### config.mk
export PLATFORM = sky130hd
export DESIGN_NAME = servo_channel_commander_top
export DESIGN_NICKNAME = d
export VERILOG_FILES = /design/src/hw/rtl/scc_pkg.sv /design/src/hw/rtl/scc_in_reg.sv /design/src/hw/rtl/scc_core.sv /design/src/hw/rtl/servo_channel_commander_top.sv
export VERILOG_INCLUDE_DIRS = /design/src /design/src/hw/rtl
export SDC_FILE = /design/constraint.sdc
export NUM_CORES = 1
export LEC_CHECK = 0
export BUFFER_PORTS_ARGS = -buffer_cell sky130_fd_sc_hd__buf_2
export CAP_MARGIN = 20
export CORE_ASPECT_RATIO = 1.2
export CORE_MARGIN = 2
export CORE_UTILIZATION = 40
export DETAILED_ROUTE_END_ITERATION = 10
export SLEW_MARGIN = 10
export SYNTH_ARGS = -nofsm -noshare
export SYNTH_HDL_FRONTEND = slang
export SYNTH_SLANG_ARGS = --single-unit
### constraint.sdc
create_clock -name i_clk -period 15.8 [get_ports i_clk]
set_input_delay 1.58 -clock i_clk [delete_from_list [all_inputs] [get_ports i_clk]]
set_output_delay 1.58 -clock i_clk [all_outputs]
set_load 0.02 [all_outputs]
### src/hw/rtl/servo_channel_commander_top_defines.svh
// Assertion macros for the servo channel commander.
// Included by the top level; no other dependencies.
`ifndef SERVO_CHANNEL_COMMANDER_TOP_DEFINES_SVH
`define SERVO_CHANNEL_COMMANDER_TOP_DEFINES_SVH
`ifndef SYNTH
// clocked check, masked while reset is asserted
`define SCC_ASSERT(lbl, clk, rst_n, prop) \
    lbl: assert property (@(posedge clk) disable iff (!rst_n) (prop)) \
        else $error("scc assertion failed");
// clocked check, also active during reset
`define SCC_ASSERT_ALWAYS(lbl, clk, prop) \
    lbl: assert property (@(posedge clk) (prop)) \
        else $error("scc assertion failed");
`else
`define SCC_ASSERT(lbl, clk, rst_n, prop)
`define SCC_ASSERT_ALWAYS(lbl, clk, prop)
`endif
`endif

### src/hw/rtl/scc_pkg.sv
// Shared types and constants for the servo channel commander.
// No dependencies.
package scc_pkg;

    // pulse timing in microseconds
    localparam logic [11:0] PULSE_MIN  = 12'd500;
    localparam logic [11:0] PULSE_MAX  = 12'd2500;
    localparam logic [11:0] PULSE_STOP = 12'd1500;
    localparam logic [11:0] PULSE_FWD  = 12'd1700;
    localparam logic [11:0] PULSE_BWD  = 12'd1300;

    // angle limits
    localparam logic [8:0] MAX_WIDE    = 9'd360;
    localparam logic [8:0] MAX_NARROW  = 9'd180;
    localparam logic [8:0] ANGLE4_BOOT = 9'd160;
    localparam int         BOOT4_INT   = 500 + (160 * 2000) / 180;
    localparam logic [11:0] PULSE4_BOOT = 12'(BOOT4_INT);

    // configuration reset values
    localparam logic [7:0]  COARSE_RESET = 8'd10;
    localparam logic [7:0]  FINE_RESET   = 8'd1;
    localparam logic [11:0] BOOT_RESET   = 12'd0;

    // configuration register indexes
    localparam logic [1:0] CFG_COARSE = 2'd0;
    localparam logic [1:0] CFG_FINE   = 2'd1;
    localparam logic [1:0] CFG_BOOT   = 2'd2;

    // action codes
    localparam logic [3:0] ACT_SET   = 4'd0;
    localparam logic [3:0] ACT_ADD   = 4'd1;
    localparam logic [3:0] ACT_SUB   = 4'd2;
    localparam logic [3:0] ACT_FWD   = 4'd3;
    localparam logic [3:0] ACT_BWD   = 4'd4;
    localparam logic [3:0] ACT_STOP  = 4'd5;
    localparam logic [3:0] ACT_PLEFT = 4'd6;
    localparam logic [3:0] ACT_PRGHT = 4'd7;
    localparam logic [3:0] ACT_PSTOP = 4'd8;
    localparam logic [3:0] ACT_TICK  = 4'd9;

    // servo ids
    localparam logic [2:0] SERVO_1 = 3'd1;
    localparam logic [2:0] SERVO_2 = 3'd2;
    localparam logic [2:0] SERVO_3 = 3'd3;
    localparam logic [2:0] SERVO_4 = 3'd4;

    typedef struct packed {
        logic [7:0]  time_ms;
        logic [15:0] angle;
        logic [2:0]  servo_num;
        logic [3:0]  action;
    } t_item;

    typedef struct packed {
        logic        drive_en_ch3;
        logic        drive_en_ch2;
        logic [11:0] pulse_ch5;
        logic [11:0] pulse_ch4;
        logic [11:0] pulse_ch3;
        logic [11:0] pulse_ch2;
        logic [11:0] pulse_ch1;
    } t_snapshot;

    typedef struct packed {
        logic [2:0] armed;
        logic [1:0] enable;
        logic [1:0] known;
    } t_status;

endpackage

### src/hw/rtl/scc_in_reg.sv
// Input register stage of the servo channel commander.
// Depends on scc_pkg.
module scc_in_reg
    import scc_pkg::*;
(
    input  logic        i_clk,
    input  logic        i_rst_n,
    input  logic        s_axis_tvalid,
    output logic        s_axis_tready,
    input  logic [31:0] s_axis_tdata,   // action[3:0] servo_num[6:4] angle[22:7] time_ms[30:23]
    input  logic        i_advance,
    output logic        o_valid,
    output t_item       o_item
);

    logic  r_valid;
    t_item r_item;
    logic  s_fire;

    // free when empty or when the held item moves on this cycle
    assign s_axis_tready = !r_valid || i_advance;
    assign s_fire        = s_axis_tvalid && s_axis_tready;

    // valid flag
    always_ff @(posedge i_clk) begin
        if (!i_rst_n) begin
            r_valid <= 1'b0;
        end else if (s_fire) begin
            r_valid <= 1'b1;
        end else if (i_advance) begin
            r_valid <= 1'b0;
        end
    end

    // payload unpack
    always_ff @(posedge i_clk) begin
        if (s_fire) begin
            r_item.action    <= s_axis_tdata[3:0];
            r_item.servo_num <= s_axis_tdata[6:4];
            r_item.angle     <= s_axis_tdata[22:7];
            r_item.time_ms   <= s_axis_tdata[30:23];
        end
    end

    assign o_valid = r_valid;
    assign o_item  = r_item;

endmodule

### src/hw/rtl/scc_core.sv
// Servo state registers and per-command update logic.
// Depends on scc_pkg.
module scc_core
    import scc_pkg::*;
(
    input  logic        i_clk,
    input  logic        i_rst_n,
    input  logic        i_fire,
    input  t_item       i_item,
    input  logic        i_cfg_we,
    input  logic [1:0]  i_cfg_idx,
    input  logic [11:0] i_cfg_data,
    output t_snapshot   o_next,
    output t_status     o_status
);

    localparam logic [1:0] OP_NONE = 2'd0;
    localparam logic [1:0] OP_SET  = 2'd1;
    localparam logic [1:0] OP_ADD  = 2'd2;
    localparam logic [1:0] OP_SUB  = 2'd3;

    // 2000/max (50/9 or 100/9) folded with a 2^19 reciprocal of 9
    localparam logic [22:0] K_WIDE   = 23'd2912750;
    localparam logic [22:0] K_NARROW = 23'd5825500;
    // 180/2000 with a 2^19 reciprocal of 100
    localparam logic [15:0] K_BACK   = 16'd47187;

    logic [7:0]  r_coarse, n_coarse;
    logic [7:0]  r_fine,   n_fine;
    logic [11:0] r_boot,   n_boot;
    logic [11:0] r_pulse   [5];
    logic [11:0] n_pulse   [5];
    logic [8:0]  r_angle   [4];
    logic [8:0]  n_angle   [4];
    logic [1:0]  r_known,   n_known;
    logic [1:0]  r_enable,  n_enable;
    logic [1:0]  r_written, n_written;
    logic [2:0]  r_armed,   n_armed;
    logic [7:0]  r_remain  [3];
    logic [7:0]  n_remain  [3];

    logic [1:0]  op;
    logic [1:0]  op_idx;
    logic [7:0]  op_step;
    logic        id_valid;
    logic        is_linked;
    logic        lk;
    logic [1:0]  id_idx;

    logic [8:0]  cur_a;
    logic [8:0]  max_a;
    logic [9:0]  sum_a;
    logic [8:0]  a_new;
    logic [31:0] a_prod;
    logic [11:0] p_new;
    logic [11:0] rb_p;
    logic [10:0] rb_y;
    logic [26:0] rb_prod;
    logic [8:0]  rb_angle;

    assign id_valid  = (i_item.servo_num >= SERVO_1) && (i_item.servo_num <= SERVO_4);
    assign is_linked = (i_item.servo_num == SERVO_2) || (i_item.servo_num == SERVO_3);
    assign lk        = i_item.servo_num[0];
    assign id_idx    = 2'(i_item.servo_num - 3'd1);

    // angle operation decode
    always_comb begin
        op      = OP_NONE;
        op_idx  = id_idx;
        op_step = r_coarse;
        unique case (i_item.action) inside
            ACT_SET: if (id_valid) op = OP_SET;
            ACT_ADD: if (id_valid) op = OP_ADD;
            ACT_SUB: if (id_valid) op = OP_SUB;
            ACT_FWD, ACT_BWD: begin
                if (is_linked) begin
                    if (r_known[lk]) begin
                        op = (i_item.action == ACT_FWD) ? OP_ADD : OP_SUB;
                    end
                end else if (i_item.servo_num != SERVO_1) begin
                    op      = (i_item.action == ACT_FWD) ? OP_ADD : OP_SUB;
                    op_idx  = 2'd3;
                    op_step = r_fine;
                end
            end
            ACT_STOP: begin
                // stop of servo four rewrites its pulse from its angle
                if (i_item.servo_num == SERVO_4) begin
                    op      = OP_ADD;
                    op_step = 8'd0;
                end
            end
            default: op = OP_NONE;
        endcase
    end

    // angle update with clamping, then angle to pulse
    assign cur_a = r_angle[op_idx];
    assign max_a = (op_idx == 2'd0) ? MAX_WIDE : MAX_NARROW;
    assign sum_a = {1'b0, cur_a} + {2'b0, op_step};

    always_comb begin
        case (op)
            OP_SET:  a_new = (i_item.angle > {7'b0, max_a}) ? max_a : i_item.angle[8:0];
            OP_ADD:  a_new = (sum_a > {1'b0, max_a}) ? max_a : sum_a[8:0];
            OP_SUB:  a_new = (cur_a < {1'b0, op_step}) ? 9'd0 : cur_a - {1'b0, op_step};
            default: a_new = cur_a;
        endcase
    end

    assign a_prod = {23'b0, a_new} * {9'b0, (op_idx == 2'd0) ? K_WIDE : K_NARROW};
    assign p_new  = PULSE_MIN + {1'b0, a_prod[29:19]};

    // read back a linked servo's angle from its pulse
    always_comb begin
        rb_p = r_pulse[{1'b0, id_idx}];
        if (rb_p < PULSE_MIN) begin
            rb_p = PULSE_MIN;
        end else if (rb_p > PULSE_MAX) begin
            rb_p = PULSE_MAX;
        end
    end
    assign rb_y     = 11'(rb_p - PULSE_MIN);
    assign rb_prod  = {16'b0, rb_y} * {11'b0, K_BACK};
    assign rb_angle = {1'b0, rb_prod[26:19]};

    // next state
    always_comb begin
        n_coarse  = r_coarse;
        n_fine    = r_fine;
        n_boot    = r_boot;
        n_pulse   = r_pulse;
        n_angle   = r_angle;
        n_known   = r_known;
        n_enable  = r_enable;
        n_written = r_written;
        n_armed   = r_armed;
        n_remain  = r_remain;

        if (i_fire) begin
            unique case (i_item.action) inside
                ACT_FWD, ACT_BWD: begin
                    if (i_item.servo_num == SERVO_1) begin
                        n_pulse[0]  = (i_item.action == ACT_FWD) ? PULSE_FWD : PULSE_BWD;
                        n_armed[0]  = 1'b1;
                        n_remain[0] = i_item.time_ms;
                    end else if (is_linked) begin
                        if (!r_known[lk]) begin
                            n_angle[id_idx] = rb_angle;
                            n_known[lk]     = 1'b1;
                        end else begin
                            n_enable[lk]        = 1'b1;
                            n_armed[id_idx]     = 1'b1;
                            n_remain[id_idx]    = i_item.time_ms;
                        end
                    end
                end
                ACT_STOP: begin
                    if (i_item.servo_num == SERVO_1) begin
                        n_pulse[0]  = PULSE_STOP;
                        n_armed[0]  = 1'b0;
                        n_remain[0] = 8'd0;
                    end else if (is_linked) begin
                        n_enable[lk]     = 1'b0;
                        n_armed[id_idx]  = 1'b0;
                        n_remain[id_idx] = 8'd0;
                    end
                end
                ACT_PLEFT: n_pulse[4] = PULSE_FWD;
                ACT_PRGHT: n_pulse[4] = PULSE_BWD;
                ACT_PSTOP: n_pulse[4] = PULSE_STOP;
                ACT_TICK: begin
                    // armed stops count down and fire at one or zero
                    for (int k = 0; k < 3; k++) begin
                        if (r_armed[k]) begin
                            if (r_remain[k] <= 8'd1) begin
                                n_armed[k]  = 1'b0;
                                n_remain[k] = 8'd0;
                                if (k == 0) begin
                                    n_pulse[0] = PULSE_STOP;
                                end else begin
                                    n_enable[1'(k - 1)] = 1'b0;
                                end
                            end else begin
                                n_remain[k] = r_remain[k] - 8'd1;
                            end
                        end
                    end
                end
                default: begin
                end
            endcase

            if (op != OP_NONE) begin
                n_angle[op_idx]           = a_new;
                n_pulse[{1'b0, op_idx}]   = p_new;
                if (op_idx == 2'd1) n_written[0] = 1'b1;
                if (op_idx == 2'd2) n_written[1] = 1'b1;
            end
        end

        // configuration writes
        if (i_cfg_we) begin
            unique case (i_cfg_idx)
                CFG_COARSE: n_coarse = i_cfg_data[7:0];
                CFG_FINE:   n_fine   = i_cfg_data[7:0];
                CFG_BOOT: begin
                    n_boot = i_cfg_data;
                    if (!r_written[0]) n_pulse[1] = i_cfg_data;
                    if (!r_written[1]) n_pulse[2] = i_cfg_data;
                end
                default: begin
                end
            endcase
        end
    end

    // state registers
    always_ff @(posedge i_clk) begin
        if (!i_rst_n) begin
            r_coarse  <= COARSE_RESET;
            r_fine    <= FINE_RESET;
            r_boot    <= BOOT_RESET;
            r_pulse   <= '{PULSE_STOP, BOOT_RESET, BOOT_RESET, PULSE4_BOOT, PULSE_STOP};
            r_angle   <= '{9'd0, 9'd0, 9'd0, ANGLE4_BOOT};
            r_known   <= 2'b00;
            r_enable  <= 2'b00;
            r_written <= 2'b00;
            r_armed   <= 3'b000;
            r_remain  <= '{8'd0, 8'd0, 8'd0};
        end else begin
            r_coarse  <= n_coarse;
            r_fine    <= n_fine;
            r_boot    <= n_boot;
            r_pulse   <= n_pulse;
            r_angle   <= n_angle;
            r_known   <= n_known;
            r_enable  <= n_enable;
            r_written <= n_written;
            r_armed   <= n_armed;
            r_remain  <= n_remain;
        end
    end

    // post-update snapshot for the result register
    assign o_next.pulse_ch1    = n_pulse[0];
    assign o_next.pulse_ch2    = n_pulse[1];
    assign o_next.pulse_ch3    = n_pulse[2];
    assign o_next.pulse_ch4    = n_pulse[3];
    assign o_next.pulse_ch5    = n_pulse[4];
    assign o_next.drive_en_ch2 = n_enable[0];
    assign o_next.drive_en_ch3 = n_enable[1];

    assign o_status.armed  = r_armed;
    assign o_status.enable = r_enable;
    assign o_status.known  = r_known;

endmodule

### src/hw/rtl/servo_channel_commander_top.sv
// Top level of the servo channel commander: input stage, core, result register.
// Depends on scc_pkg, scc_in_reg, scc_core and the assertion macro header.
//
// Usage:
//   Commands enter on the s_axis channel, one item per handshake. Each item
//   yields one result on m_axis: all five compare pulses and the drive
//   enables of servos two and three, sampled after that command took effect.
//   The item moves from the input register through the update logic into
//   the result register, which drives m_axis_tvalid. One item is accepted
//   every cycle while results are taken, as the input register feeds the update
//   logic (one constant multiply for angle to pulse) into the result register.
//   Configuration registers are written through i_cfg_we / i_cfg_idx /
//   i_cfg_data while no item is in flight; index 3 is ignored.
//   Reset (synchronous, active low) loads pulses 1500, boot, boot, 2277,
//   1500, servo four angle 160, and clears enables, flags and timers.
//   When m_axis_tready is low the result holds; one more item may enter the
//   input register, after which s_axis_tready drops until the result is taken.
`include "servo_channel_commander_top_defines.svh"
module servo_channel_commander_top
    import scc_pkg::*;
(
    input  logic        i_clk,
    input  logic        i_rst_n,
    input  logic        s_axis_tvalid,
    output logic        s_axis_tready,
    input  logic [31:0] s_axis_tdata,   // action[3:0] servo_num[6:4] angle[22:7] time_ms[30:23]
    output logic        m_axis_tvalid,
    input  logic        m_axis_tready,
    output logic [63:0] m_axis_tdata,   // pulse_ch1..ch5 [59:0] 12b each, drive_en_ch2[60], drive_en_ch3[61]
    input  logic        i_cfg_we,
    input  logic [1:0]  i_cfg_idx,
    input  logic [11:0] i_cfg_data
);

    logic      in_valid;
    t_item     in_item;
    logic      advance;
    t_snapshot next_snap;
    t_status   status;
    logic      r_out_valid;
    t_snapshot r_out;

    // the held item moves into the result register when that is free
    assign advance = in_valid && (!r_out_valid || m_axis_tready);

    scc_in_reg u_in_reg (
        .i_clk         (i_clk),
        .i_rst_n       (i_rst_n),
        .s_axis_tvalid (s_axis_tvalid),
        .s_axis_tready (s_axis_tready),
        .s_axis_tdata  (s_axis_tdata),
        .i_advance     (advance),
        .o_valid       (in_valid),
        .o_item        (in_item)
    );

    scc_core u_core (
        .i_clk      (i_clk),
        .i_rst_n    (i_rst_n),
        .i_fire     (advance),
        .i_item     (in_item),
        .i_cfg_we   (i_cfg_we),
        .i_cfg_idx  (i_cfg_idx),
        .i_cfg_data (i_cfg_data),
        .o_next     (next_snap),
        .o_status   (status)
    );

    // result valid
    always_ff @(posedge i_clk) begin
        if (!i_rst_n) begin
            r_out_valid <= 1'b0;
        end else if (advance) begin
            r_out_valid <= 1'b1;
        end else if (m_axis_tready) begin
            r_out_valid <= 1'b0;
        end
    end

    // result payload
    always_ff @(posedge i_clk) begin
        if (advance) begin
            r_out <= next_snap;
        end
    end

    assign m_axis_tvalid = r_out_valid;
    assign m_axis_tdata  = {2'b00, r_out.drive_en_ch3, r_out.drive_en_ch2,
                            r_out.pulse_ch5, r_out.pulse_ch4, r_out.pulse_ch3,
                            r_out.pulse_ch2, r_out.pulse_ch1};

    // a linked drive only runs with its stop timer armed and position learned
    `SCC_ASSERT(a_en2_armed, i_clk, i_rst_n, !status.enable[0] || (status.armed[1] && status.known[0]))
    `SCC_ASSERT(a_en3_armed, i_clk, i_rst_n, !status.enable[1] || (status.armed[2] && status.known[1]))
    // input side stalls only with an item held
    `SCC_ASSERT(a_stall_full, i_clk, i_rst_n, s_axis_tready || in_valid)
    // a new result comes only from a held item
    `SCC_ASSERT(a_out_source, i_clk, i_rst_n, $rose(r_out_valid) |-> $past(in_valid))

endmodule

==> metrics.txt <==
worst hold path type=reg2reg; Max-slew headroom=0.2686; DR vias/cell=5.445; startpoint types=flop; die width=199.5 um; Least-Margin Pin Slew=1.097 ns; initial antenna violation count=1; global-route wire length before repair=81700 um; Worst Skew=0.01654 ns; Crit path arrival time=14.89 ns; RePlAce Congestion=0.8899; Avg Cell Area, Syn=9.199 um^2; largest net degree at the start of global routing=75; M3 GR Usage=0.01806; max-slew violations=0; area leader, netlist=edfxtp_1; Die ar.=0.04759 mm^2; share of cells above drive strength 1=0.1204; Crit. End Element=flop; Core Util, Final=0.4517; most common cell in the synthesized netlist=inv_1; most frequent cells after synthesis=inv_1 (262), ha_1 (185), nand2_1 (172); largest cells by area after synthesis=edfxtp_1 (15%), dfxtp_1 (15%), fa_1 (13%); YS warnings=0; Req. time, crit path=16.23 ns; Main synth FF type=dfxtp_1; CTS Buffer Depth=3; Core Box Area=0.04509 mm^2; ant diodes=0; largest stage delay on the critical path=0.82 ns; CTS tree=done; vias in the first global route=14660; critical path class=reg2reg; Initial Utilization=0.4068; RSZ-0062 raised after global routing=false; Max H-tree Level=1; final setup vio count=0; clk root buf=clkbuf_16; Yosys reg bits=231; Final Hold Vio Count=0; grt peak-use layer=met2; crit-path most repeated cell=inv_1; CTS sink count=231; Post-CTS Resized=0; Congestion Overflow GR=0; Initial DRC Count=1079; Mapped Cells=1994; met2 Use GR=0.3763; hold-fix buffer count after cts=0; period utilisation layout=0.9153; setup_tns=0 ns; Total Wirelength=51610 um; vias=14760; worst-path maximum fanout=30; gr usage total=0.2184; DRC viols=0; global-route met1 utilization=0.2920; post-CTS setup buffers=0; synth unique cells=88; placed wire-length estimate=40770 um; clk slew on worst S/H paths=0.06 ns; Fmax=69.15 MHz; Max Cap Violations=0; synth-to-layout area growth=11.04%; io pins=117; sequential area share after synthesis=0.3029; ANT nets after route=0; CP max-delay cell=a32oi_1; post-route minimum period=14.46 ns; I/O Buffers=113; top cell type's share of synthesized area=0.1523; status=finished, final reports clean; Worst-Skew Late Latency=0.54 ns; WL per Instance=19.04 um; router iterations before antenna repair=5; nets=2437; CTS Buf Count=27; Post-synth EDFFs=93; Post-synth ARST share=0; # rows=85; Fillers=4450; synthesized cell area=0.01834 mm^2; Die Span Y=238.6 um
==> placed cells by master (no fill, tap or decap), types with 8 or more instances in the layout <==
master | synthesis | layout
a22o_1 | 12 | 12
and2_1 | 48 | 48
nand4_1 | 9 | 9
nor3_1 | 36 | 36
nand3_1 | 29 | 29
nand3b_1 | 9 | 9
a31oi_1 | 20 | 20
nor2b_1 | 19 | 19
a211oi_1 | 20 | 20
a21o_1 | 20 | 20
o211ai_1 | 16 | 16
a22oi_1 | 16 | 16
mux2i_1 | 25 | 25
o221ai_1 | 9 | 9
o21a_1 | 8 | 8
a21oi_1 | 123 | 123
and3_1 | 20 | 20
nand2_1 | 172 | 172
buf_2 | 3 | 114
dfxtp_1 | 138 | 138
inv_1 | 262 | 260
or3_1 | 8 | 8
clkbuf_16 | 0 | 29
buf_4 | 2 | 14
fa_1 | 119 | 119
nand2b_1 | 17 | 17
or2_2 | 29 | 29
a221oi_1 | 14 | 14
mux4_2 | 13 | 13
nor2_1 | 169 | 169
xor2_1 | 17 | 17
o21ai_0 | 97 | 97
edfxtp_1 | 93 | 93
mux2_2 | 13 | 13
xnor2_1 | 31 | 31
ha_1 | 185 | 185
==> final cells by class <==
class	instances	area, um^2	area share
tap	609	762.0	0.03741
sequential	231	5555	0.2727
multi-input combinational	1431	11510	0.5653
timing repair buffer	129	683.2	0.03354
inverter	262	984.7	0.04834
clock buffer	37	795.8	0.03907
clock inverter	12	73.82	0.003624
==> state kept, by name (all words and copies together), names as in the netlist, named ones only <==
name,cells
m_axis_tdata,62
m_axis_tvalid,1
u_core.r_written,2
u_core.r_enable,2
u_core.r_angle,36
u_core.r_armed,2
u_in_reg.o_item,31
u_core.r_fine,8
u_core.r_known,2
u_core.r_pulse,60
u_in_reg.o_valid,1
u_core.r_coarse,8
==> through the flow <==
stage / hold slack, ns / instances / area [um^2] / setup slack, ns
floorplan: 0.4426 / 1997 / 18350 / 4.728
global placement: 0.4538 / 2660 / 19490 / 1.520
detailed placement: 0.4637 / 2660 / 19490 / 1.376
CTS: 0.4723 / 2709 / 20360 / 1.286
global route: 0.4892 / 2711 / 20370 / 0.4484
finish: 0.4691 / 2711 / 20370 / 1.338
==> critical path: cells and delay by family (launching register included) <==
family	cells	cell delay, ns
AOI/OAI and AO/OA	14	5.04
adders and majority gates	10	4.01
and+or+nand+nor	11	2.23
xor gates and xnor gates	3	1.45
buffers and inverters	8	1.23
DFF	1	0.34
==> metal layers <==
metal  vias up  part of all wire
li1       7061                 -
met1      7185              0.44
met2       421              0.49
met3        95             0.046
met4         0             0.029
met5         -                 0
==> logic make-up after synthesis <==
group | after synthesis | synth area share
AND/OR/NAND/NOR | 591 | 0.1539
AO/OA/AOI/OAI | 431 | 0.1541
buffers and inverters | 335 | 0.07060
adder cells (fa/ha/maj) | 304 | 0.2561
flip-flops | 231 | 0.3029
multiplexers | 51 | 0.03759
XOR/XNOR | 50 | 0.02469
other | 1 | 0.0002044
==> final timing paths <==
check	from	endpoint	slack [ns]	cells after the start
worst max-delay path	u_in_reg.o_item[4]	u_core.r_pulse[18]	1.34	46
worst min register to register	u_core.r_pulse[5]	u_core.r_pulse[5]	0.47	2
worst min-delay path	u_core.r_pulse[5]	u_core.r_pulse[5]	0.47	2
worst max register to register	u_in_reg.o_item[4]	u_core.r_pulse[18]	1.34	46
Power is not shown: default switching activity piles up to over one toggle a cycle in this logic, so the estimate is an artifact.
